**src/design/pcfs_pkg.sv**
```systemverilog
// Shared types and constants for the point charge field sum block.
`timescale 1ns / 1ps
package pcfs_pkg;
    localparam int CoordW = 24;
    localparam int DiffW  = 25;
    localparam int SsqW   = 51;
    localparam int RootW  = 26;
    localparam int R2W    = 52;
    localparam int NumW   = 64;
    localparam int SumW   = 64;
    localparam int OutW   = 48;
    localparam int CountW = 7;

    // Request codes.
    localparam logic ReqLoad  = 1'b0;
    localparam logic ReqQuery = 1'b1;

    // Command to the shared divider.
    typedef struct packed {
        logic            start;
        logic [NumW-1:0] num;
        logic [R2W-1:0]  den;
    } t_div_cmd;

    // Status from the shared divider.
    typedef struct packed {
        logic            done;
        logic [NumW-1:0] quot;
    } t_div_sts;
endpackage

```
**src/design/pcfs_div.sv**
```systemverilog
// Restoring unsigned divider, one quotient bit per cycle.
`timescale 1ns / 1ps
module pcfs_div
    import pcfs_pkg::*;
(
    input  logic     i_clk,
    input  logic     i_rst_n,
    input  t_div_cmd i_cmd,
    output t_div_sts o_sts
);
    logic [R2W:0]    r_rem, n_rem;
    logic [NumW-1:0] r_quo, n_quo;
    logic [R2W-1:0]  r_den, n_den;
    logic [5:0]      r_cnt, n_cnt;
    logic            r_busy, n_busy;
    logic            r_done, n_done;
    logic [R2W:0]    shifted;

    always_comb begin
        n_rem   = r_rem;
        n_quo   = r_quo;
        n_den   = r_den;
        n_cnt   = r_cnt;
        n_busy  = r_busy;
        n_done  = 1'b0;
        shifted = '0;
        if (i_cmd.start) begin
            n_rem  = '0;
            n_quo  = i_cmd.num;
            n_den  = i_cmd.den;
            n_cnt  = 6'(NumW - 1);
            n_busy = 1'b1;
        end else if (r_busy) begin
            // Shift in the next dividend bit and subtract when it fits.
            shifted = {r_rem[R2W-1:0], r_quo[NumW-1]};
            if (shifted >= {1'b0, r_den}) begin
                n_rem = shifted - {1'b0, r_den};
                n_quo = {r_quo[NumW-2:0], 1'b1};
            end else begin
                n_rem = shifted;
                n_quo = {r_quo[NumW-2:0], 1'b0};
            end
            n_cnt = r_cnt - 6'd1;
            if (r_cnt == '0) begin
                n_busy = 1'b0;
                n_done = 1'b1;
            end
        end
    end

    always_ff @(posedge i_clk) begin
        r_rem <= n_rem;
        r_quo <= n_quo;
        r_den <= n_den;
        r_cnt <= n_cnt;
        if (!i_rst_n) begin
            r_busy <= 1'b0;
            r_done <= 1'b0;
        end else begin
            r_busy <= n_busy;
            r_done <= n_done;
        end
    end

    assign o_sts.done = r_done;
    assign o_sts.quot = r_quo;
endmodule

```
**config.mk**
```make
export PLATFORM = sky130hd
export DESIGN_NAME = pcfs_div
export DESIGN_NICKNAME = d
export VERILOG_FILES = /design/src/design/pcfs_pkg.sv /design/src/design/pcfs_div.sv
export SDC_FILE = /design/constraint.sdc
export NUM_CORES = 1
export LEC_CHECK = 0
export ABC_CLOCK_PERIOD_IN_PS = 5500
export BUFFER_PORTS_ARGS = -buffer_cell sky130_fd_sc_hd__buf_2
export CORE_ASPECT_RATIO = 1.2
export CORE_MARGIN = 4
export CORE_UTILIZATION = 61
export CTS_BUF_LIST = sky130_fd_sc_hd__clkbuf_16
export DETAILED_ROUTE_END_ITERATION = 6
export PLACE_DENSITY_LB_ADDON = 0.2
export SYNTH_ARGS = -nofsm -noshare
export SYNTH_HDL_FRONTEND = slang
export SYNTH_SLANG_ARGS = --single-unit
```
**constraint.sdc**
```tcl
create_clock -name i_clk -period 5.5 [get_ports i_clk]
set_input_delay 0.825 -clock i_clk [delete_from_list [all_inputs] [get_ports i_clk]]
set_output_delay 0.825 -clock i_clk [all_outputs]
set_load 0.1 [all_outputs]
```
==> results of run 1 <==
[per-stage QoR]
| step | hold WS, ns | cells |
|---|---|---|
| final | 0.490 | 1369 |
| after floorplan | 0.453 | 985 |
| after CTS | 0.493 | 1368 |
| after global routing | 0.511 | 1369 |
| after global placement | 0.471 | 1336 |
| after detailed placement | 0.484 | 1336 |
[registers in the layout, summed over array words and instances, names as in the netlist]
register  cells
r_quo        64
r_den        52
r_rem        52
r_cnt         6
r_busy        1
r_done        1
[cells by family (layout without fill, tap and decap cells)]
| family | count (synthesis) | in the layout | share of synthesized area, % |
|---|---|---|---|
| compound gates | 249 | 249 | 16.8 |
| simple gates | 229 | 229 | 10.6 |
| flops | 176 | 176 | 45.8 |
| buf+inv | 130 | 301 | 5.49 |
| mux | 100 | 100 | 10.6 |
| fa+ha+maj | 55 | 55 | 6.80 |
| xor+xnor | 46 | 46 | 3.94 |
| other cells | 0 | 1 | 0 |
[report_power, final]
group | leakage [nW] | total [mW] | switching, mW | internal (mW)
logic | 3.05 | 0.992 | 0.719 | 0.273
clock network | 0.280 | 1.20 | 0.591 | 0.608
registers | 1.64 | 1.58 | 0.0559 | 1.53
[cell type report]
type                       instances  area, sq um  share of cell area, %
multi-input combinational        679         4980                   42.2
sequential                       176         4690                   39.7
tap                              212          265                   2.25
inverter                          79          297                   2.52
clock inverter                    15          159                   1.35
clock buffer                      17          425                   3.61
antenna                            1         2.50                 0.0212
timing repair buffer             190          975                   8.27
[worst max-delay path: cells and delay by family, from the launching register on]
| kind | cells | cell delay, ns |
|---|---|---|
| AOI/OAI and AO/OA | 6 | 1.99 |
| adders and majority gates | 1 | 0.36 |
| muxes | 1 | 0.23 |
| buffers and inverters | 2 | 0.48 |
| and+or+nand+nor | 2 | 0.25 |
| DFF | 1 | 0.33 |
[metal layers]
metal	global-route usage [%]	wire, um	vias up
met3	7.64	2000	60
li1	-	-	3932
met1	33.1	10300	3897
met4	10.6	678	0
met5	0	0	-
met2	46.4	12600	335
[worst max-delay path by stage]
stage,end,cells past startpoint
global route,r_rem[14],12
global placement,r_rem[12],12
detailed placement,r_rem[7],12
floorplan,r_rem[30],12
CTS,r_rem[17],12
finish,r_rem[17],12
[placed cells by master (no fill, tap or decap), drive strengths merged, types with 14 or more instances in the layout]
cell type  count
a211oi        28
a21o          16
a21oi         65
buf          190
clkbuf        17
dfxtp         60
edfxtp       116
ha            54
inv           88
mux2          65
mux2i         35
nand2         75
nand3         22
nand4         15
nor2          61
nor3          14
o21ai         58
o21bai        14
xnor2         26
xor2          20
==> results.json, run 1 <==
{
  "clk_path_buf_depth": 2,
  "dp_hpwl_mm": 18.3,
  "max_slew_margin_pct": 27.7,
  "drc": 0,
  "max_freq_mhz": 263,
  "rsz0062_at_grt": "false",
  "wl_mm": 25.5,
  "fin_ws_ns": 1.70,
  "leakagePower_nw": 4.97,
  "ios": 184,
  "synthCells": 985,
  "wl_per_cell_um": 18.6,
  "post-route-period-util_pct": 69.0,
  "p_per_area_mw_per_mm2": 320,
  "final_area_sq_mm": 0.0118,
  "r2r_setup_slack_ns": 1.70,
  "worst-setup-path-type": "reg -> reg",
  "fillers": 1256,
  "synth_commonest_cells": "116 x edfxtp_1, 78 x inv_1, 74 x nand2_1",
  "place_ws_ns": 1.73,
  "yosysWarnings": 0,
  "critPathLaunch": "r_den[3]",
  "fp.dieH_um": 150,
  "gp_congestion": 0.901,
  "netlist_area_sq_mm": 0.0102,
  "cp-start-kind": "register",
  "overflow": 0,
  "slowest_stage": "o21ai_4",
  "drtIter0Drc": 690,
  "reg2reg_depth": 12,
  "period_minus_slack_ns": 3.80,
  "die_area_sq_mm": 0.0189,
  "min_path_cells": 2,
  "dr.pass1.iters": 6,
  "path_cells": "inv_1 -> ha_1 -> nand3_1 -> o21ba_2 -> nor3_2 -> o211ai_2 -> a211oi_2 -> o31a_4 -> o21ai_4 -> buf_4 -> mux2i_1 -> a211oi_1",
  "clock-sinks": 176,
  "critical_path_arrival_ns": 4.08,
  "postCtsHoldBufs": 0,
  "holdPathEnd": "r_rem[13]",
  "ys_top_cells_by_area": "edfxtp_1 34%, dfxtp_1 12%, mux2_2 7.2%",
  "cap_violations": 0,
  "worstReg2RegStart": "r_den[3]",
  "rows": 51,
  "cts_made_buffers": 17,
  "yosysMostFrequentCell": "edfxtp_1",
  "drv_slew": 0,
  "post_cts_buffers": 0,
  "syn_nets": 1159,
  "worstPathMaxFanout": 25,
  "total_power_mw": 3.77,
  "setup_violations": 0,
  "cp-end-kind": "register",
  "irDropWorstVdd_v": 0.000282,
  "synth-edff-count": 116,
  "io_buffers": 183,
  "postRouteAntennaNets": 0,
  "cts-resized-gates": 0,
  "worstSkewPairLatency_ns": 0.45,
  "htreeDepth": 4,
  "yosys.area.top_type": "edfxtp_1",
  "yosysTopAreaCellShare_pct": 34.1,
  "grt_max_degree": 70,
  "num-nets-final": 1317,
  "hold_path_class": "reg -> reg",
  "via_per_inst": 6.01,
  "cts.clk_slew.worst_paths_ns": 0.07,
  "tightest_slew_ns": 1.08,
  "hold_start": "r_rem[13]",
  "slowest_delay_ns": 0.83,
  "num_vias": 8224,
  "seq_area_frac_synth_pct": 45.8,
  "grt_use_total_pct": 27.3,
  "hold_viol_final": 0,
  "antenna_found_initial": 1,
  "ys.flop_type": "edfxtp_1",
  "fin_skew_ns": 0.0215,
  "synth.avg_cell_area_sq_um": 10.4,
  "r2r_end": "r_rem[17]",
  "syn2layout_area_growth_pct": 15.3,
  "grt_pass1_wl_mm": 41.6,
  "fp.dieW_um": 126,
  "first_global_vias": 8349,
  "yosysUniqueCellTypes": 72,
  "tns_ns": 0,
  "initial_utilization_pct": 62.6,
  "cts-root-buf": "clkbuf_16",
  "async_reset_ff_share_pct": 0,
  "finish.utilization_pct": 72.2,
  "required_ns": 5.78,
  "cts_tree": "yes",
  "drive_gt1_share_pct": 27.0,
  "core_area_sq_mm": 0.0163,
  "outcome": "finished clean",
  "place_area_sq_mm": 0.0112,
  "ys_ff_latch": 176
}
Note: power is estimated with default switching activity, not from simulation.
==> run 2: changes to the inputs <==
--- a/config.mk
+++ b/config.mk
@@ -5,11 +5,11 @@
 export SDC_FILE = /design/constraint.sdc
 export NUM_CORES = 1
 export LEC_CHECK = 0
-export ABC_CLOCK_PERIOD_IN_PS = 5500
+export ABC_CLOCK_PERIOD_IN_PS = 3620
 export BUFFER_PORTS_ARGS = -buffer_cell sky130_fd_sc_hd__buf_2
 export CORE_ASPECT_RATIO = 1.2
 export CORE_MARGIN = 4
-export CORE_UTILIZATION = 61
+export CORE_UTILIZATION = 57
 export CTS_BUF_LIST = sky130_fd_sc_hd__clkbuf_16
 export DETAILED_ROUTE_END_ITERATION = 6
 export PLACE_DENSITY_LB_ADDON = 0.2
==> constraint.sdc (replaced) <==
create_clock -name i_clk -period 3.62 [get_ports i_clk]
set_input_delay 0.543 -clock i_clk [delete_from_list [all_inputs] [get_ports i_clk]]
set_output_delay 0.543 -clock i_clk [all_outputs]
set_load 0.1 [all_outputs]
==> run 2 against run 1 <==
Via count is 2.3% lower. Die area is 6.6% higher. Total power is 54% higher. Sequential power is 53% higher. Sequential share of layout area is 0.32 points lower. Clock skew is 0.0079 ns lower. Maximum frequency is 13% higher. Largest cell class unchanged. Highest routed layer unchanged.
==> results.json, run 2 (synthesized netlist as in run 1, its figures left out) <==
{
  "cts_tree": "yes",
  "rsz0062_at_grt": "false",
  "drc": 0,
  "io_buffers": 183,
  "worst-setup-path-type": "reg -> reg",
  "post-route-period-util_pct": 92.8,
  "final_cell_mix": "182 x buf_2, 116 x edfxtp_1, 77 x inv_1, 74 x nand2_1, 65 x mux2_2",
  "critPathLaunch": "r_den[38]",
  "num-nets-final": 1320,
  "p_per_area_mw_per_mm2": 489,
  "clk_path_buf_depth": 2,
  "setup_violations": 0,
  "cp-start-kind": "register",
  "whs_ns": 0.276,
  "fp.dieW_um": 130,
  "cts_made_buffers": 17,
  "tightest_slew_ns": 0.807,
  "clock-sinks": 176,
  "initial_utilization_pct": 58.2,
  "irDropWorstVdd_v": 0.000379,
  "required_ns": 3.96,
  "drive_gt1_share_pct": 27.2,
  "overflow": 0,
  "via_per_inst": 5.82,
  "cts.clk_slew.worst_paths_ns": 0.07,
  "worstPathMaxFanout": 19,
  "cts-resized-gates": 0,
  "drv_slew": 0,
  "worstReg2RegStart": "r_den[38]",
  "outcome": "finished clean",
  "critical_path_arrival_ns": 3.70,
  "rows": 53,
  "leakagePower_nw": 5.02,
  "diodes": 0,
  "postRouteAntennaNets": 0,
  "cts-root-buf": "clkbuf_16",
  "fp.dieH_um": 155,
  "largest_reg_flops": 64,
  "core_area_sq_mm": 0.0176,
  "gp_congestion": 0.954,
  "syn2layout_area_growth_pct": 16.2,
  "regMostFlops": "r_quo",
  "max_freq_mhz": 298,
  "htreeDepth": 4,
  "cap_violations": 0,
  "dp_hpwl_mm": 18.4,
  "grt_max_degree": 145,
  "first_global_vias": 8222,
  "dr.pass1.iters": 5,
  "max_slew_margin_pct": 46.2,
  "hold_start": "i_cmd[25]",
  "cp-end-kind": "register",
  "num_vias": 8031,
  "tns_ns": 0,
  "antenna_found_initial": 0,
  "die_area_sq_mm": 0.0202,
  "reg_top3": "r_quo x64, r_den x52, r_rem x52",
  "hold_viol_final": 0,
  "postCtsHoldBufs": 0,
  "wl_per_cell_um": 18.4,
  "fillers": 1391,
  "wl_mm": 25.4,
  "grt_use_total_pct": 25.4,
  "hold_path_class": "in -> reg",
  "layout_commonest_cell": "buf_2",
  "period_minus_slack_ns": 3.36,
  "drtIter0Drc": 481,
  "fin_skew_ns": 0.0135,
  "worstSkewPairLatency_ns": 0.44,
  "post_cts_buffers": 0,
  "ios": 184,
  "grt_pass1_wl_mm": 40.9
}
run 2: final timing paths:
kind | depth (start not counted) | to | slack (ns)
max | 11 | r_rem[30] | 0.26
max reg2reg | 11 | r_rem[30] | 0.26
min reg2reg | 2 | r_rem[3] | 0.49
min | 1 | r_den[25] | 0.28
run 2: critical path, cell delays in order (launching register included):
cell       delay (ns)
edfxtp_1         0.33
inv_1            0.04
ha_1             0.35
a21oi_4          0.18
o21bai_2         0.10
a2111oi_4        0.47
nor2_2           0.10
o41ai_4          0.56
o31ai_4          0.13
a21oi_4          0.58
nand2_1          0.12
a311oi_1         0.29
run 2: layout make-up:
class                   instances  area, sq um  area share (%)
well taps                     220          275            2.32
flip-flops and latches        176         4690            39.4
clock buffers                  17          425            3.58
clock inverters                15          175            1.47
multi-input cells             679         4980            41.9
inverters                      79          297            2.50
repair buffers                193         1050            8.81
run 2: metrics by stage:
step	total power [mW]	utilization [%]	cells	cell area (sq um)	setup slack, ns
6_report	5.81	67.6	1379	11900	0.260
5_1_grt	6.04	67.6	1379	11900	0.0153
4_1_cts	5.84	67.6	1379	11900	0.290
3_5_place_dp	3.94	64.2	1347	11300	0.303
3_3_place_gp	3.92	64.2	1347	11300	0.363
2_1_floorplan	3.62	-	985	10200	0.228
run 2: metal layers:
layer  share of wire, %  vias to the layer above  track usage, %  wire length (um)
met5                  0                        -               0                 0
met4                2.3                        0            8.42               589
met3                6.6                       42            7.22              1680
met2                 50                      257            42.9             12600
met1                 41                     3802            31.1             10500
li1                   -                     3930               -                 -
run 2: report_power, final:
part	total [mW]	internal, mW	switching, mW	leakage [nW]
logic	1.51	0.421	1.09	3.08
registers	2.41	2.32	0.0844	1.64
clock network	1.90	1.04	0.857	0.293
total	5.81	3.78	2.03	5.02
==> run 3: changes to the inputs <==
--- a/config.mk
+++ b/config.mk
@@ -11,8 +11,9 @@
 export CORE_MARGIN = 4
 export CORE_UTILIZATION = 57
 export CTS_BUF_LIST = sky130_fd_sc_hd__clkbuf_16
+export CTS_CLUSTER_SIZE = 8
 export DETAILED_ROUTE_END_ITERATION = 6
-export PLACE_DENSITY_LB_ADDON = 0.2
+export PLACE_DENSITY_LB_ADDON = 0.1
 export SYNTH_ARGS = -nofsm -noshare
 export SYNTH_HDL_FRONTEND = slang
 export SYNTH_SLANG_ARGS = --single-unit
==> run 3 against run 2 <==
Combinational power about the same. Via count up 1.3%. Non-clock buffer count up 5. Critical path type unchanged. Largest cell class unchanged. Largest power group unchanged.
==> results.json, run 3 (synthesized netlist as in run 1, its figures left out) <==
{
  "grt_util_met1_pct": 32.3,
  "max_slew_margin_pct": 37.3,
  "io_buffers": 183,
  "path_cells": "inv_1 -> ha_1 -> fa_1 -> nand2b_1 -> a21oi_1 -> o21ai_0 -> a21oi_1 -> o21ai_1 -> a21oi_1 -> nor3_1 -> or3_1 -> a311oi_1",
  "worst-setup-path-type": "reg -> reg",
  "postCtsHoldBufs": 0,
  "fin_skew_ns": 0.00772,
  "drv_slew": 0,
  "leakagePower_nw": 5.04,
  "diodes": 0,
  "regMostFlops": "r_quo",
  "drtIter0Drc": 631,
  "cp-start-kind": "register",
  "slowest_delay_ns": 0.40,
  "cap_violations": 0,
  "r2r_setup_slack_ns": 0.38,
  "worstPathMaxFanout": 4,
  "required_ns": 3.96,
  "final_cells": 1384,
  "wl_per_cell_um": 18.3,
  "drc": 0,
  "reg_top3": "r_quo x64, r_den x52, r_rem x52",
  "overflow": 0,
  "reg2reg_depth": 12,
  "max_freq_mhz": 308,
  "htreeDepth": 4,
  "rows": 53,
  "ios": 184,
  "setup_violations": 0,
  "wl_mm": 25.3,
  "worstSkewPairLatency_ns": 0.43,
  "syn2layout_area_growth_pct": 16.7,
  "use_met2_pct": 42.2,
  "place_ws_ns": 0.457,
  "num_vias": 8137,
  "dp_hpwl_mm": 18.6,
  "p_per_area_mw_per_mm2": 491,
  "grtUsageMet3_pct": 6.25,
  "irDropWorstVdd_v": 0.000359,
  "rsz0062_at_grt": "false",
  "slowest_stage": "fa_1",
  "antenna_found_initial": 0,
  "place_inst": 1352,
  "hold_start": "i_cmd[46]",
  "dr.pass1.iters": 6,
  "top_usage_layer": "met2",
  "cp-end-kind": "register",
  "die_area_sq_mm": 0.0202,
  "r2r_end": "r_rem[30]",
  "fp.dieW_um": 130,
  "layout_commonest_cell": "buf_2",
  "core_area_sq_mm": 0.0176,
  "via_per_inst": 5.88,
  "largest_reg_flops": 64,
  "num-nets-final": 1325,
  "cts.clk_slew.worst_paths_ns": 0.08,
  "tightest_slew_ns": 0.941,
  "crit_top_cell": "a21oi_1",
  "outcome": "finished clean",
  "fillers": 1377,
  "cts_tree": "yes",
  "initial_utilization_pct": 58.2,
  "clk_path_buf_depth": 2,
  "postRouteAntennaNets": 0,
  "tns_ns": 0,
  "grt_use_total_pct": 25.2,
  "min_path_cells": 1,
  "holdPathEnd": "r_den[46]",
  "cts-root-buf": "clkbuf_16",
  "post-route-period-util_pct": 89.6,
  "first_global_vias": 8096,
  "critical_path_arrival_ns": 3.59,
  "period_minus_slack_ns": 3.24,
  "fin_ws_ns": 0.376,
  "hold_viol_final": 0,
  "hold_path_class": "in -> reg",
  "drive_gt1_share_pct": 27.6,
  "cts_made_buffers": 17,
  "fp.dieH_um": 155,
  "post_cts_buffers": 0,
  "final_cell_mix": "182 x buf_2, 116 x edfxtp_1, 77 x inv_1, 74 x nand2_1, 65 x mux2_2",
  "grt_pass1_wl_mm": 40.8,
  "gp_congestion": 0.904,
  "finish.utilization_pct": 67.9,
  "clock-sinks": 176,
  "worstReg2RegStart": "r_quo[63]",
  "grt_max_degree": 80
}
## run 3: changes by cell type in the layout (fill, tap and decap cells not counted), sizes merged
cell      change
buf           +5
clkinvlp      -2
inv           -1
clkinv        +3
## run 3: how the worst max path moves through the flow
stage / from / to / slack [ns]
CTS: r_rem[5] / r_rem[39] / 0.42
finish: r_quo[63] / r_rem[30] / 0.38
floorplan: r_quo[63] / r_rem[30] / 0.23
global placement: r_den[33] / r_rem[33] / 0.52
global route: r_den[33] / r_rem[33] / 0.11
detailed placement: r_den[31] / r_rem[33] / 0.46
## run 3: power by group
part	internal, mW	leakage (nW)	switching (mW)
sequential	2.32	1.64	0.0783
clock	1.06	0.304	0.890
combinational	0.422	3.10	1.09
## run 3: worst max-delay path: cells and delay by family, from the launching register on
| kind | cells | cell delay, ns |
|---|---|---|
| compound gates | 6 | 1.56 |
| fa+ha+maj | 2 | 0.63 |
| simple gates | 3 | 0.56 |
| flops | 1 | 0.35 |
| buf+inv | 1 | 0.06 |
## run 3: per-layer routing
metal	vias to the layer above	part of all wire, %
li1	3951	-
met1	3897	43
met2	246	49
met3	43	6.3
met4	0	2.0
met5	-	0
## run 3: final cells by class
type | instances | area, sq um | area share (%)
well taps | 220 | 275 | 2.31
inverters | 79 | 297 | 2.49
clock inverters | 15 | 199 | 1.67
repair buffers | 198 | 1060 | 8.88
flip-flops and latches | 176 | 4690 | 39.3
multi-input cells | 679 | 4990 | 41.8
clock buffers | 17 | 425 | 3.57
## run 3: per-stage QoR
| stage | power, mW | area (sq um) | hold slack [ns] |
|---|---|---|---|
| 2_1_floorplan | 3.62 | 10200 | 0.453 |
| 3_3_place_gp | 3.92 | 11300 | 0.470 |
| 3_5_place_dp | 3.94 | 11300 | 0.478 |
| 4_1_cts | 5.88 | 11900 | 0.271 |
| 5_1_grt | 6.09 | 11900 | 0.264 |
| 6_report | 5.86 | 11900 | 0.279 |
## run 3: timing repair
item / in CTS / in global routing
setup endpoints to repair: 0 / 2
endpoints found under the hold margin: 0 / 0
gates resized for setup: 0 / 1
