[src/design/pcfs_pkg.sv]
// Shared types and constants for the point charge field sum block.
`timescale 1ns / 1ps
package pcfs_pkg;
    localparam int CoordW = 24;
    localparam int DiffW  = 25;
    localparam int SsqW   = 51;
    localparam int RootW  = 26;
    localparam int R2W    = 52;
    localparam int NumW   = 64;
    localparam int SumW   = 64;
    localparam int OutW   = 48;
    localparam int CountW = 7;

    // Request codes.
    localparam logic ReqLoad  = 1'b0;
    localparam logic ReqQuery = 1'b1;

    // Command to the shared divider.
    typedef struct packed {
        logic            start;
        logic [NumW-1:0] num;
        logic [R2W-1:0]  den;
    } t_div_cmd;

    // Status from the shared divider.
    typedef struct packed {
        logic            done;
        logic [NumW-1:0] quot;
    } t_div_sts;
endpackage

[src/design/pcfs_isqrt.sv]
// Bit-serial integer square root, one root bit per cycle.
`timescale 1ns / 1ps
module pcfs_isqrt
    import pcfs_pkg::*;
(
    input  logic              i_clk,
    input  logic              i_rst_n,
    input  logic              i_start,
    input  logic [SsqW-1:0]   i_value,
    output logic              o_done,
    output logic [RootW-1:0]  o_root
);
    // Remainder and partial root; one root bit per cycle.
    logic [SsqW+1:0]  r_rem, n_rem;
    logic [RootW-1:0] r_root, n_root;
    logic [SsqW+1:0]  r_val, n_val;
    logic [4:0]       r_cnt, n_cnt;
    logic             r_busy, n_busy;
    logic             r_done, n_done;
    logic [SsqW+1:0]  trial;

    always_comb begin
        n_rem  = r_rem;
        n_root = r_root;
        n_val  = r_val;
        n_cnt  = r_cnt;
        n_busy = r_busy;
        n_done = 1'b0;
        trial  = '0;
        if (i_start) begin
            n_rem  = '0;
            n_root = '0;
            n_val  = {1'b0, i_value, 1'b0};
            n_cnt  = 5'(RootW - 1);
            n_busy = 1'b1;
        end else if (r_busy) begin
            // Bring down two bits and try the next root bit.
            n_rem = {r_rem[SsqW-1:0], r_val[SsqW+1:SsqW]};
            n_val = {r_val[SsqW-1:0], 2'b00};
            trial = {(SsqW + 2 - RootW - 2)'(0), r_root, 2'b01};
            if (n_rem >= trial) begin
                n_rem  = n_rem - trial;
                n_root = {r_root[RootW-2:0], 1'b1};
            end else begin
                n_root = {r_root[RootW-2:0], 1'b0};
            end
            n_cnt = r_cnt - 5'd1;
            if (r_cnt == '0) begin
                n_busy = 1'b0;
                n_done = 1'b1;
            end
        end
    end

    always_ff @(posedge i_clk) begin
        r_rem  <= n_rem;
        r_root <= n_root;
        r_val  <= n_val;
        r_cnt  <= n_cnt;
        if (!i_rst_n) begin
            r_busy <= 1'b0;
            r_done <= 1'b0;
        end else begin
            r_busy <= n_busy;
            r_done <= n_done;
        end
    end

    assign o_done = r_done;
    assign o_root = r_root;
endmodule

[config.mk]
export PLATFORM = sky130hd
export DESIGN_NAME = pcfs_isqrt
export DESIGN_NICKNAME = d
export VERILOG_FILES = /design/src/design/pcfs_pkg.sv /design/src/design/pcfs_isqrt.sv
export SDC_FILE = /design/constraint.sdc
export NUM_CORES = 1
export LEC_CHECK = 0
export ABC_AREA = 1
export BUFFER_PORTS_ARGS = -buffer_cell sky130_fd_sc_hd__buf_4
export CORE_MARGIN = 2
export CORE_UTILIZATION = 55
export DETAILED_ROUTE_END_ITERATION = 8
export PLACE_DENSITY = 0.9
export SETUP_SLACK_MARGIN = 0.3
export SLEW_MARGIN = 25
export SYNTH_ARGS = -nofsm -noshare
export SYNTH_HDL_FRONTEND = slang
export SYNTH_SLANG_ARGS = --single-unit
[constraint.sdc]
create_clock -name i_clk -period 2.9 [get_ports i_clk]
set_input_delay 0.29 -clock i_clk [delete_from_list [all_inputs] [get_ports i_clk]]
set_output_delay 0.29 -clock i_clk [all_outputs]
set_load 0.1 [all_outputs]
==> impl_metrics.sql, run 1 <==
INSERT INTO impl_metrics (metric_group, metric, value, unit) VALUES
('synthesis', 'ys_seq_area_share', '36.5', '%'),
('setup_path', 'rrSetupSlack', '0.44', 'ns'),
('place', 'place.detailed.hpwl', '19.6', 'mm'),
('hold_path', 'min_path_type', 'in2reg', ''),
('status', 'outcome', 'finished, final reports clean', ''),
('cts', 'ctsHtreeMaxLevel', '4', ''),
('power', 'p_total', '11800', 'uW'),
('power', 'power-per-cell-area', '1140', 'mW/mm^2'),
('cts', 'cts.reportedPaths.clkPinSlew', '0.07', 'ns'),
('synthesis', 'synth-main-ff-cell', 'sky130_fd_sc_hd__dfxtp_1', ''),
('die', 'die-height', '131', 'um'),
('synthesis', 'synth_top_cell_by_area', 'sky130_fd_sc_hd__nand2_1', ''),
('hold_path', 'holdCritStartpoint', 'i_rst_n', ''),
('sta', 'worst_slew_margin_relative_to_its_limit', '40.3', '%'),
('global_route', 'wire_length_of_the_first_global_routing_pass', '40.9', 'mm'),
('cts', 'worstSkewPairLatency', '0.43', 'ns'),
('sta', 'final.setup_skew', '0.00763', 'ns'),
('hold_path', 'holdPathEnd', 'r_busy', ''),
('finish', 'layout.cells.most_common', 'sky130_fd_sc_hd__nand2_1', ''),
('setup_path', 'timing_worst_setup_path_type', 'reg2reg', ''),
('finish', 'filler_cell_count', '1439', ''),
('route', 'drt_iter0_drc', '746', ''),
('global_route', 'grt.overflow.total', '0', ''),
('hold_path', 'worstHoldPathCells', '3', ''),
('finish', 'drive_gt1_share', '13.9', '%'),
('cts', 'clock_tree.buffer_depth', '2', ''),
('finish', 'n_antenna_cell', '0', ''),
('die', 'die_area', '0.0171', 'mm^2'),
('global_route', 'number_of_antenna_violations_at_the_first_check_in_global_routing', '0', ''),
('sta', 'setup_viol', '0', ''),
('global_route', 'grt_max_degree', '67', ''),
('setup_path', 'worst-endpoint-required', '3.22', 'ns'),
('die', 'start_util', '56.0', '%'),
('sta', 'worstMarginPinSlew', '0.890', 'ns'),
('setup_path', 'timing.critical_path.fanout_max', '37', ''),
('route', 'route.antenna.remaining_nets', '0', ''),
('sta', 'fin_setup_tns', '0', 'ns'),
('synthesis', 'synthesis.area', '0.00886', 'mm^2'),
('die', 'boundaryPins', '81', ''),
('cts', 'cts_made_buffers', '17', ''),
('place', 'buffers_on_ports', '80', ''),
('power', 'leakage_power', '0.00532', 'uW'),
('cts', 'cts_tree', 'yes', ''),
('sta', 'grt_setup_unrepaired', 'yes', ''),
('power', 'peakVddDrop', '660', 'uV'),
('sta', 'drv_slew', '0', ''),
('die', 'floorplan.rows', '46', ''),
('synthesis', 'synth_area_per_cell', '6.36', 'um^2'),
('route', 'detailroute.via_count', '8891', ''),
('setup_path', 'worst_setup_path_end_kind', 'flip-flop', ''),
('sta', 'finalHoldViolations', '0', ''),
('setup_path', 'reg2regPathDepth', '13', ''),
('cts', 'clock-root-buffer', 'sky130_fd_sc_hd__clkbuf_16', ''),
('route', 'detailedRoute.firstPassIterationCount', '5', ''),
('synthesis', 'synth_enable_flop_cells', '51', ''),
('place', 'finalWeightedCongestion', '1.01', ''),
('synthesis', 'synth_cells', '1393', ''),
('finish', 'most-common-layout-cells', '624 x sky130_fd_sc_hd__nand2_1, 197 x sky130_fd_sc_hd__inv_1, 94 x sky130_fd_sc_hd__nor2_1', ''),
('synthesis', 'async_reset_ff_share', '0', '%'),
('route', 'vias_per_cell', '5.25', ''),
('synthesis', 'yosysUniqueCellTypes', '41', ''),
('cts', 'cts_sinks', '136', ''),
('synthesis', 'synth-seq-cells', '136', ''),
('route', 'route.detailed.drc', '0', ''),
('die', 'design.core.area', '0.0158', 'mm^2'),
('finish', 'num-nets-final', '1549', ''),
('synthesis', 'syn_nets', '1476', ''),
('global_route', 'grt.total_usage', '31.1', '%'),
('setup_path', 'worst_r2r_startpoint', 'o_root[17]', ''),
('setup_path', 'crit_path_start_kind', 'flip-flop', ''),
('sta', 'min_period_over_period', '84.7', '%');
cells in the mapped netlist, types with 12 or more instances:
library cell                 n
sky130_fd_sc_hd__edfxtp_1   51
sky130_fd_sc_hd__ha_1       29
sky130_fd_sc_hd__nand2_1   624
sky130_fd_sc_hd__a21oi_1    31
sky130_fd_sc_hd__xnor2_1    12
sky130_fd_sc_hd__nand2_2    14
sky130_fd_sc_hd__nor2_1    102
sky130_fd_sc_hd__nand3_1    61
sky130_fd_sc_hd__o22ai_1    26
sky130_fd_sc_hd__o21ai_0    32
sky130_fd_sc_hd__dfxtp_1    85
sky130_fd_sc_hd__clkbuf_1   23
sky130_fd_sc_hd__inv_1     199
sky130_fd_sc_hd__nand4_1    16
report_power, final:
part	switching [uW]	leakage (uW)	internal [uW]
sequential	242	0.00123	2260
combinational	4910	0.00382	2260
clock	960	0.000267	1130
state kept, by name (all words and copies together) (netlist names):
| signal | cells |
|---|---|
| r_cnt | 5 |
| r_val | 52 |
| r_busy | 1 |
| o_root | 26 |
| r_rem | 51 |
| o_done | 1 |
per-layer routing:
layer | part of all wire (%) | vias up | global-route usage [%] | wire, um
met5 | 0 | - | 0 | 0
met4 | 2.5 | 0 | 10.3 | 644
met3 | 7.2 | 47 | 5.42 | 1840
met2 | 46 | 343 | 51.1 | 11700
met1 | 45 | 4033 | 41.7 | 11400
li1 | - | 4468 | - | -
worst max-delay path by stage:
stage / from / to / slack [ns] / cells after the start
floorplan: o_root[24] / r_rem[22] / 0.49 / 17
global placement: o_root[17] / r_rem[17] / 0.39 / 13
detailed placement: o_root[24] / r_rem[5] / 0.34 / 15
CTS: o_root[17] / r_rem[5] / 0.32 / 13
global route: o_root[24] / r_rem[5] / 0.30 / 17
finish: o_root[17] / r_rem[5] / 0.44 / 13
cells by family (layout without fill, tap and decap cells):
| kind of cell | Yosys count | count (layout) | share of synthesized area, % |
|---|---|---|---|
| flops | 136 | 136 | 36.5 |
| simple gates | 852 | 853 | 39.1 |
| buf+inv | 243 | 328 | 11.1 |
| compound gates | 114 | 114 | 7.34 |
| fa+ha+maj | 29 | 29 | 4.09 |
| xor+xnor | 19 | 19 | 1.88 |
layout make-up:
type                       count  area [um^2]  area share, %
inverter                     206          790           7.68
timing repair buffer          90          688           6.69
tap                          216          270           2.63
clock inverter                15          138           1.34
multi-input combinational   1015         4710           45.8
sequential                   136         3270           31.8
clock buffer                  17          425           4.14
worst max-delay path: stages, from the launching register on:
cell and delay [ns]:
sky130_fd_sc_hd__dfxtp_2 0.34, sky130_fd_sc_hd__inv_1 0.08, sky130_fd_sc_hd__ha_1 0.37, sky130_fd_sc_hd__nand2_1 0.16, sky130_fd_sc_hd__nor2_1 0.23, sky130_fd_sc_hd__nand4_1 0.21, sky130_fd_sc_hd__nor3_2 0.26, sky130_fd_sc_hd__nor2_4 0.10
sky130_fd_sc_hd__nand2_8 0.19, sky130_fd_sc_hd__inv_16 0.11, sky130_fd_sc_hd__nand2_1 0.09, sky130_fd_sc_hd__o21ai_1 0.07, sky130_fd_sc_hd__nand2_1 0.07, sky130_fd_sc_hd__nand2_1 0.06
metrics by stage:
step | area (um^2) | cells | utilization (%) | worst slack [ns]
4_1_cts | 10200 | 1694 | 64.6 | 0.318
6_report | 10300 | 1695 | 65.0 | 0.444
3_5_place_dp | 9660 | 1662 | 61.0 | 0.345
3_3_place_gp | 9660 | 1662 | 61.0 | 0.388
5_1_grt | 10300 | 1695 | 65.0 | 0.297
2_1_floorplan | 8900 | 1393 | - | 0.487
repair_timing:
item                                    in CTS  in global routing
gates resized for setup                      0                 16
endpoints found under the setup margin       0                 44
endpoints found under the hold margin        0                  0
buffers inserted                             0                  0
Note: power is estimated with default switching activity, not from simulation.
==> run 2: changes to the inputs <==
Settings changed: ABC_AREA 1 to 0, CORE_UTILIZATION 55 to 54, PLACE_DENSITY 0.9 to 0.89.
Clock period 2.9 ns to 2 ns, I/O delays scaled along.
==> run 2 against run 1 <==
Effect of this change: core utilization rose by 22 points; clock-buffer cell count grew 3; die area fell by 13%; hold slack got worse by 0.049 ns; largest cell class unchanged; global-route usage increased by 1.6 points; sequential share of layout area down 3.9 points; combinational power is 3% higher; sequential cell count unchanged; synthesized cell count down 43%; the flow now finishes with violations (design-rule violations, negative setup slack); area after synthesis down 15%; wire length rose by 35%; worst setup slack worse by 2.1 ns.
==> impl_metrics.sql, run 2 <==
INSERT INTO impl_metrics (metric_group, metric, value, unit) VALUES
('route', 'detailedRoute.firstPassIterationCount', '9', ''),
('cts', 'cts_sinks', '136', ''),
('place', 'finalWeightedCongestion', '0.954', ''),
('cts', 'clock-root-buffer', 'sky130_fd_sc_hd__clkbuf_16', ''),
('synthesis', 'synth_area_per_cell', '9.49', 'um^2'),
('place', 'dp_worst_setup_slack', '-0.918', 'ns'),
('die', 'design.core.area', '0.0138', 'mm^2'),
('die', 'boundaryPins', '81', ''),
('setup_path', 'timing.critical_path.to', 'r_rem[43]', ''),
('sta', 'fmax', '270', 'MHz'),
('die', 'start_util', '55.0', '%'),
('finish', 'layout.area.seq', '0.00334', 'mm^2'),
('sta', 'setup_viol', '52', ''),
('finish', 'n_antenna_cell', '0', ''),
('global_route', 'grt.total_usage', '32.7', '%'),
('setup_path', 'startpoint', 'r_rem[31]', ''),
('global_route', 'number_of_antenna_violations_at_the_first_check_in_global_routing', '1', ''),
('sta', 'worstMarginPinSlew', '1.14', 'ns'),
('sta', 'fin_setup_tns', '-61.27', 'ns'),
('synthesis', 'synth_top_cells_by_area', 'sky130_fd_sc_hd__dfxtp_1 22%, sky130_fd_sc_hd__edfxtp_1 20%, sky130_fd_sc_hd__mux2_2 7.3%', ''),
('hold_path', 'min_path_type', 'in2reg', ''),
('route', 'route.met3.wl', '4.00', 'mm'),
('finish', 'largest_register_ffs', '52', ''),
('setup_path', 'worst_r2r_startpoint', 'r_rem[31]', ''),
('setup_path', 'rrSetupSlack', '-1.70', 'ns'),
('setup_path', 'worst-endpoint-required', '2.26', 'ns'),
('setup_path', 'rr_endpoint', 'r_rem[43]', ''),
('route', 'route.antenna.remaining_nets', '0', ''),
('sta', 'final.setup_skew', '0.0220', 'ns'),
('setup_path', 'timing.critical_path.fanout_max', '5', ''),
('synthesis', 'synth_top_cell_by_area', 'sky130_fd_sc_hd__dfxtp_1', ''),
('global_route', 'grt_max_degree', '72', ''),
('synthesis', 'synth-seq-cells', '136', ''),
('power', 'power-per-cell-area', '1160', 'mW/mm^2'),
('sta', 'min_period_over_period', '185', '%'),
('cts', 'ctsHtreeMaxLevel', '4', ''),
('setup_path', 'worst_setup_path_end_kind', 'flip-flop', ''),
('status', 'failed_checks', 'design-rule violations, negative setup slack', ''),
('synthesis', 'syn_nets', '881', ''),
('route', 'route.detailed.drc', '47', ''),
('finish', 'num-nets-final', '1158', ''),
('setup_path', 'timing.critical_path.slowest_stage_cell', 'sky130_fd_sc_hd__a211oi_1', ''),
('sta', 'finalCriticalPeriod', '3.70', 'ns'),
('setup_path', 'reg2regPathDepth', '9', ''),
('synthesis', 'async_reset_ff_share', '0', '%'),
('synthesis', 'synthesis.area', '0.00757', 'mm^2'),
('cts', 'clock_tree.buffer_depth', '2', ''),
('die', 'die_area', '0.0150', 'mm^2'),
('setup_path', 'critPathMaxStageDelay', '0.62', 'ns'),
('status', 'outcome', 'complete, but fails checks', ''),
('synthesis', 'synth_top_cell_area_share', '22.5', '%'),
('power', 'leakage_power', '0.00488', 'uW'),
('synthesis', 'synth_cells', '798', ''),
('die', 'die-height', '122', 'um'),
('setup_path', 'timing.critical_path.max_delay_family', 'simple AND/OR/NAND/NOR gates', ''),
('finish', 'multi_input_gate_area', '0.00515', 'mm^2'),
('sta', 'drv_slew', '0', ''),
('global_route', 'grt.overflow.total', '0', ''),
('synthesis', 'ys_seq_area_share', '42.7', '%'),
('route', 'drt_iter0_drc', '1576', ''),
('route', 'totalWireLength', '34.7', 'mm'),
('route', 'top_signal_layer_used', 'met5', ''),
('flow_run', 'max_cap_violations', '0', ''),
('synthesis', 'synth-main-ff-cell', 'sky130_fd_sc_hd__dfxtp_1', ''),
('place', 'buffers_on_ports', '80', ''),
('route', 'met2_wirelength', '15.5', 'mm'),
('cts', 'cts.reportedPaths.clkPinSlew', '0.07', 'ns'),
('route', 'vias_per_cell', '6.87', ''),
('setup_path', 'worstPathArrival', '3.96', 'ns'),
('cts', 'worstSkewPairLatency', '0.45', 'ns'),
('setup_path', 'crit_path_cell_trace', 'nor4_1 -> nor3b_1 -> nor2b_1 -> nor4b_4 -> buf_4 -> nand2b_4 -> nor4_4 -> xnor2_1 -> a211oi_1', ''),
('finish', 'most-common-layout-cells', '272 x sky130_fd_sc_hd__buf_4, 87 x sky130_fd_sc_hd__nor2_1, 56 x sky130_fd_sc_hd__dfxtp_1', ''),
('route', 'detailroute.via_count', '8709', ''),
('synthesis', 'synthesis.yosys.warnings', '0', ''),
('die', 'floorplan.rows', '43', ''),
('finish', 'largest_register', 'r_val', ''),
('die', 'die_w', '122', 'um'),
('sta', 'grt_setup_unrepaired', 'yes', ''),
('synthesis', 'synth.top_cells.by_count', '106 x sky130_fd_sc_hd__nor2_1, 85 x sky130_fd_sc_hd__dfxtp_1, 51 x sky130_fd_sc_hd__edfxtp_1, 49 x sky130_fd_sc_hd__mux2_2', ''),
('setup_path', 'cp_num_cells', '9', ''),
('global_route', 'wire_length_of_the_first_global_routing_pass', '37.9', 'mm'),
('setup_path', 'critPathBufInv', '1', ''),
('cts', 'cts_tree', 'yes', ''),
('cts', 'cts_made_buffers', '17', ''),
('sta', 'worst_slew_margin_relative_to_its_limit', '24.2', '%'),
('sta', 'worst_case_setup_margin_in_the_final_layout', '-1.70', 'ns'),
('place', 'place.detailed.hpwl', '14.7', 'mm'),
('finish', 'filler_cell_count', '552', ''),
('sta', 'finalHoldViolations', '0', ''),
('cts', 'hold_bufs_inserted_after_cts', '0', ''),
('route', 'detail_route.wirelength.met1', '11.3', 'mm'),
('power', 'peakVddDrop', '918', 'uV'),
('finish', 'drive_gt1_share', '54.0', '%'),
('synthesis', 'synth_enable_flop_cells', '51', ''),
('route', 'routed_wire_length_per_instance', '27.3', 'um'),
('finish', 'layout.cells.most_common', 'sky130_fd_sc_hd__buf_4', ''),
('setup_path', 'crit_path_start_kind', 'flip-flop', ''),
('setup_path', 'timing_worst_setup_path_type', 'reg2reg', ''),
('finish', 'flow.area_growth_from_synthesis', '58.4', '%'),
('global_route', 'first_global_vias', '7673', ''),
('synthesis', 'yosys.cell_count.top_type', 'sky130_fd_sc_hd__nor2_1', ''),
('synthesis', 'yosysUniqueCellTypes', '60', '');
[run 2: cell count changes after synthesis, sizes merged, moves of 20 or more]
| cell | before | now |
|---|---|---|
| a211oi | 0 | 38 |
| inv | 205 | 36 |
| mux2 | 0 | 49 |
| mux2i | 0 | 35 |
| nand2 | 639 | 48 |
| nand3 | 62 | 8 |
| o21ai | 51 | 31 |
| o22ai | 26 | 1 |
| xnor2 | 12 | 32 |
[run 2: per-layer routing]
layer  global-route usage (%)  up-vias
li1                         -     3425
met5                        0        -
met1                     37.0     4036
met2                     56.1      850
met3                     9.53      396
met4                     16.2        2
[run 2: how the worst min path moves through the flow]
stage | startpoint | endpoint | slack [ns] | depth (start not counted)
CTS | i_rst_n | r_busy | 0.005 | 3
floorplan | i_rst_n | r_busy | 0.33 | 2
finish | i_value[0] | r_val[1] | 0.05 | 2
detailed placement | i_rst_n | r_busy | 0.45 | 3
global placement | i_rst_n | r_busy | 0.44 | 3
global route | i_value[7] | r_val[8] | 0.06 | 2
[run 2: where the power goes]
group | switching (uW) | internal [uW] | leakage (uW)
registers | 224 | 3140 | 0.00123
logic | 4030 | 3320 | 0.00338
clock network | 1300 | 1960 | 0.000276
[run 2: worst reg2reg max path: stages (launching register included)]
cell,delay (ns)
sky130_fd_sc_hd__dfxtp_1,0.36
sky130_fd_sc_hd__nor4_1,0.54
sky130_fd_sc_hd__nor3b_1,0.48
sky130_fd_sc_hd__nor2b_1,0.41
sky130_fd_sc_hd__nor4b_4,0.43
sky130_fd_sc_hd__buf_4,0.20
sky130_fd_sc_hd__nand2b_4,0.20
sky130_fd_sc_hd__nor4_4,0.07
sky130_fd_sc_hd__xnor2_1,0.20
sky130_fd_sc_hd__a211oi_1,0.62
[run 2: final cells by class]
cell class                      instances  share of cell area (%)
Timing Repair Buffer                  306                    21.3
Multi-Input combinational cell        578                    42.9
Tap cell                              180                    1.88
Clock inverter                         12                    1.26
Clock buffer                           20                    3.64
Inverter                               36                    1.16
Sequential cell                       136                    27.8
[run 2: kinds of logic after synthesis]
logic type      Yosys count  share of synthesized area, %
fa+ha+maj                29                          4.79
mux                      84                          11.9
xor+xnor                 49                          5.67
compound gates          165                          14.1
flops                   136                          42.7
simple gates            251                          16.4
buf+inv                  84                          4.45
[run 2: what timing repair did]
action / CTS / global route
resized for setup: 69 / 154
pin swaps: 27 / 74
gates cloned: 1 / 4
setup buffers: 10 / 34
endpoints found under the setup margin: 52 / 52
endpoints found under the hold margin: 0 / 0
[run 2: stage by stage]
stage / hold slack (ns) / total power [uW] / cell area, um^2 / std cells / util (%)
final: 0.0542 / 14000 / 12000 / 1268 / 87.1
after global routing: 0.0618 / 14300 / 12000 / 1268 / 87.1
after CTS: 0.00497 / 11700 / 11000 / 1230 / 79.6
after detailed placement: 0.446 / 7900 / 9890 / 1187 / 71.8
after global placement: 0.437 / 7730 / 9890 / 1187 / 71.8
after floorplan: 0.328 / 6140 / 7940 / 798 / -
==> run 3: changes to the inputs <==
Settings changed: CAP_MARGIN set to 30, SETUP_SLACK_MARGIN 0.3 to not set.
==> run 3 against run 2 <==
Effect of this change: clock skew decreased by 0.0044 ns; critical path depth increased by 3; largest cell class unchanged; wire length increased by 1.9%; the run still ends with design-rule violations, negative setup slack left; total power increased by 0.66%.
==> impl_metrics.sql, run 3 (synthesis results as in run 2) <==
INSERT INTO impl_metrics (metric_group, metric, value, unit) VALUES
('setup_path', 'worst_r2r_startpoint', 'o_root[24]', ''),
('cts', 'clock_tree.buffer_depth', '2', ''),
('route', 'totalWireLength', '35.3', 'mm'),
('sta', 'min_period_over_period', '179', '%'),
('finish', 'layout.area.seq', '0.00334', 'mm^2'),
('place', 'place.detailed.hpwl', '14.9', 'mm'),
('setup_path', 'startpoint', 'o_root[24]', ''),
('sta', 'setup_viol', '52', ''),
('die', 'die_area', '0.0150', 'mm^2'),
('place', 'finalWeightedCongestion', '0.932', ''),
('global_route', 'grt.total_usage', '36.6', '%'),
('route', 'vias_per_cell', '6.91', ''),
('die', 'start_util', '55.0', '%'),
('flow_run', 'max_cap_violations', '0', ''),
('cts', 'cts_tree', 'yes', ''),
('die', 'boundaryPins', '81', ''),
('finish', 'num-nets-final', '1154', ''),
('power', 'proportion_of_total_power_due_to_net_switching', '40.4', '%'),
('sta', 'drv_slew', '0', ''),
('finish', 'drive_gt1_share', '53.4', '%'),
('route', 'detailroute.via_count', '8741', ''),
('setup_path', 'worst_setup_path_end_kind', 'flip-flop', ''),
('sta', 'worst_case_setup_margin_in_the_final_layout', '-1.59', 'ns'),
('setup_path', 'timing.critical_path.max_delay_family', 'compound AO/OA/AOI/OAI gates', ''),
('setup_path', 'reg2regPathDepth', '12', ''),
('cts', 'clock-root-buffer', 'sky130_fd_sc_hd__clkbuf_16', ''),
('die', 'floorplan.rows', '43', ''),
('setup_path', 'timing.critical_path.slowest_stage_cell', 'sky130_fd_sc_hd__a211oi_2', ''),
('setup_path', 'crit_path_start_kind', 'flip-flop', ''),
('global_route', 'grt.overflow.total', '0', ''),
('setup_path', 'cp_num_cells', '12', ''),
('cts', 'ctsHtreeMaxLevel', '4', ''),
('die', 'design.core.area', '0.0138', 'mm^2'),
('route', 'detailedRoute.firstPassIterationCount', '9', ''),
('route', 'routed_wire_length_per_instance', '27.9', 'um'),
('setup_path', 'worst-endpoint-required', '2.30', 'ns'),
('sta', 'worst_slew_margin_relative_to_its_limit', '53.5', '%'),
('sta', 'fmax', '279', 'MHz'),
('sta', 'finalCriticalPeriod', '3.59', 'ns'),
('global_route', 'wire_length_of_the_first_global_routing_pass', '41.8', 'mm'),
('die', 'die-height', '122', 'um'),
('finish', 'layout.cells.most_common', 'sky130_fd_sc_hd__buf_4', ''),
('setup_path', 'timing_worst_setup_path_type', 'reg2reg', ''),
('power', 'power-per-cell-area', '1180', 'mW/mm^2'),
('setup_path', 'worstPathArrival', '3.89', 'ns'),
('sta', 'final.setup_skew', '0.0175', 'ns'),
('finish', 'most-common-layout-cells', '269 x sky130_fd_sc_hd__buf_4, 91 x sky130_fd_sc_hd__nor2_1, 55 x sky130_fd_sc_hd__dfxtp_1', ''),
('route', 'route.detailed.drc', '65', ''),
('setup_path', 'rrSetupSlack', '-1.59', 'ns'),
('setup_path', 'critPathBufInv', '5', ''),
('cts', 'cts_sinks', '136', ''),
('status', 'failed_checks', 'design-rule violations, negative setup slack', ''),
('finish', 'largest_register_ffs', '52', ''),
('sta', 'grt_setup_unrepaired', 'yes', ''),
('setup_path', 'timing.critical_path.to', 'r_rem[22]', ''),
('finish', 'largest_register', 'r_val', ''),
('global_route', 'first_global_vias', '8080', ''),
('sta', 'fin_setup_tns', '-74.10', 'ns'),
('power', 'peakVddDrop', '832', 'uV'),
('power', 'power_frac_seq', '24.0', '%'),
('sta', 'finalHoldViolations', '0', ''),
('power', 'leakage_power', '0.00485', 'uW'),
('power', 'p_total', '14100', 'uW'),
('setup_path', 'crit_path_cell_trace', 'inv_2 -> ha_4 -> buf_4 -> a21o_1 -> a211oi_2 -> nand4_1 -> nor4b_4 -> buf_6 -> buf_12 -> buf_16 -> a21oi_2 -> a211oi_1', ''),
('power', 'pwr-share-comb', '52.0', '%'),
('setup_path', 'rr_endpoint', 'r_rem[22]', ''),
('place', 'dp_worst_setup_slack', '-0.919', 'ns'),
('hold_path', 'min_path_type', 'in2reg', ''),
('die', 'die_w', '122', 'um'),
('global_route', 'number_of_antenna_violations_at_the_first_check_in_global_routing', '3', ''),
('finish', 'filler_cell_count', '563', ''),
('power', 'power.share.clock', '24.1', '%'),
('setup_path', 'critPathMaxStageDelay', '0.61', 'ns'),
('cts', 'cts.reportedPaths.clkPinSlew', '0.06', 'ns'),
('route', 'drt_iter0_drc', '1503', ''),
('cts', 'cts_made_buffers', '17', ''),
('route', 'route.antenna.remaining_nets', '0', ''),
('finish', 'flow.area_growth_from_synthesis', '58.0', '%'),
('sta', 'worstMarginPinSlew', '0.695', 'ns'),
('power', 'p_switching', '5680', 'uW'),
('finish', 'multi_input_gate_area', '0.00509', 'mm^2'),
('setup_path', 'timing.critical_path.fanout_max', '7', ''),
('power', 'internal_power', '8390', 'uW'),
('status', 'outcome', 'complete, but fails checks', ''),
('global_route', 'grt_max_degree', '52', ''),
('cts', 'worstSkewPairLatency', '0.45', 'ns'),
('place', 'buffers_on_ports', '80', '');
[run 3: layout make-up]
cell class	count	area share, %
clock buffers	21	3.86
repair buffers	302	21.3
well taps	180	1.88
multi-input cells	578	42.6
inverters	36	1.22
flip-flops and latches	136	27.9
diodes	1	0.0209
clock inverters	11	1.22
[run 3: how the worst min path moves through the flow]
stage / slack, ns / to / start / cells past startpoint
4_1_cts: 0.05 / r_val[2] / i_value[1] / 2
5_1_grt: 0.04 / r_val[2] / i_value[1] / 2
3_5_place_dp: 0.44 / r_busy / i_rst_n / 3
2_1_floorplan: 0.34 / r_busy / i_rst_n / 2
3_3_place_gp: 0.43 / r_busy / i_rst_n / 3
6_report: 0.05 / r_val[2] / i_value[1] / 2
[run 3: power by group through the flow]
stage	combinational [uW]	clock (uW)	sequential [uW]
after floorplan	2770	0	3370
after global placement	4440	0	3330
after detailed placement	4580	0	3340
after CTS	5290	3290	3320
after global routing	7420	3470	3380
final	7310	3380	3370
[run 3: what timing repair did]
| action | CTS | global route |
|---|---|---|
| buffers inserted | 7 | 21 |
| endpoints found under the hold margin | 1 | 0 |
| gates cloned | 3 | 3 |
| resized for setup | 92 | 121 |
| pin swaps | 39 | 62 |
| setup endpoints to repair | 52 | 52 |
| hold buffers | 1 | 0 |
[run 3: per-stage QoR]
step           cells  cell area (um^2)  util (%)  hold WS, ns
2_1_floorplan    798              7920         -        0.336
3_3_place_gp    1199              9980      72.4        0.430
3_5_place_dp    1199              9980      72.4        0.436
4_1_cts         1241             11200      81.4       0.0504
5_1_grt         1264             12000      86.8       0.0424
6_report        1265             12000      86.8       0.0493
[run 3: metal layers]
metal	vias to the layer above	track usage (%)	wire [um]
li1	3412	-	-
met1	4012	40.2	11500
met2	896	61.7	15500
met3	419	9.39	4450
met4	2	25.5	3890
met5	-	0	51
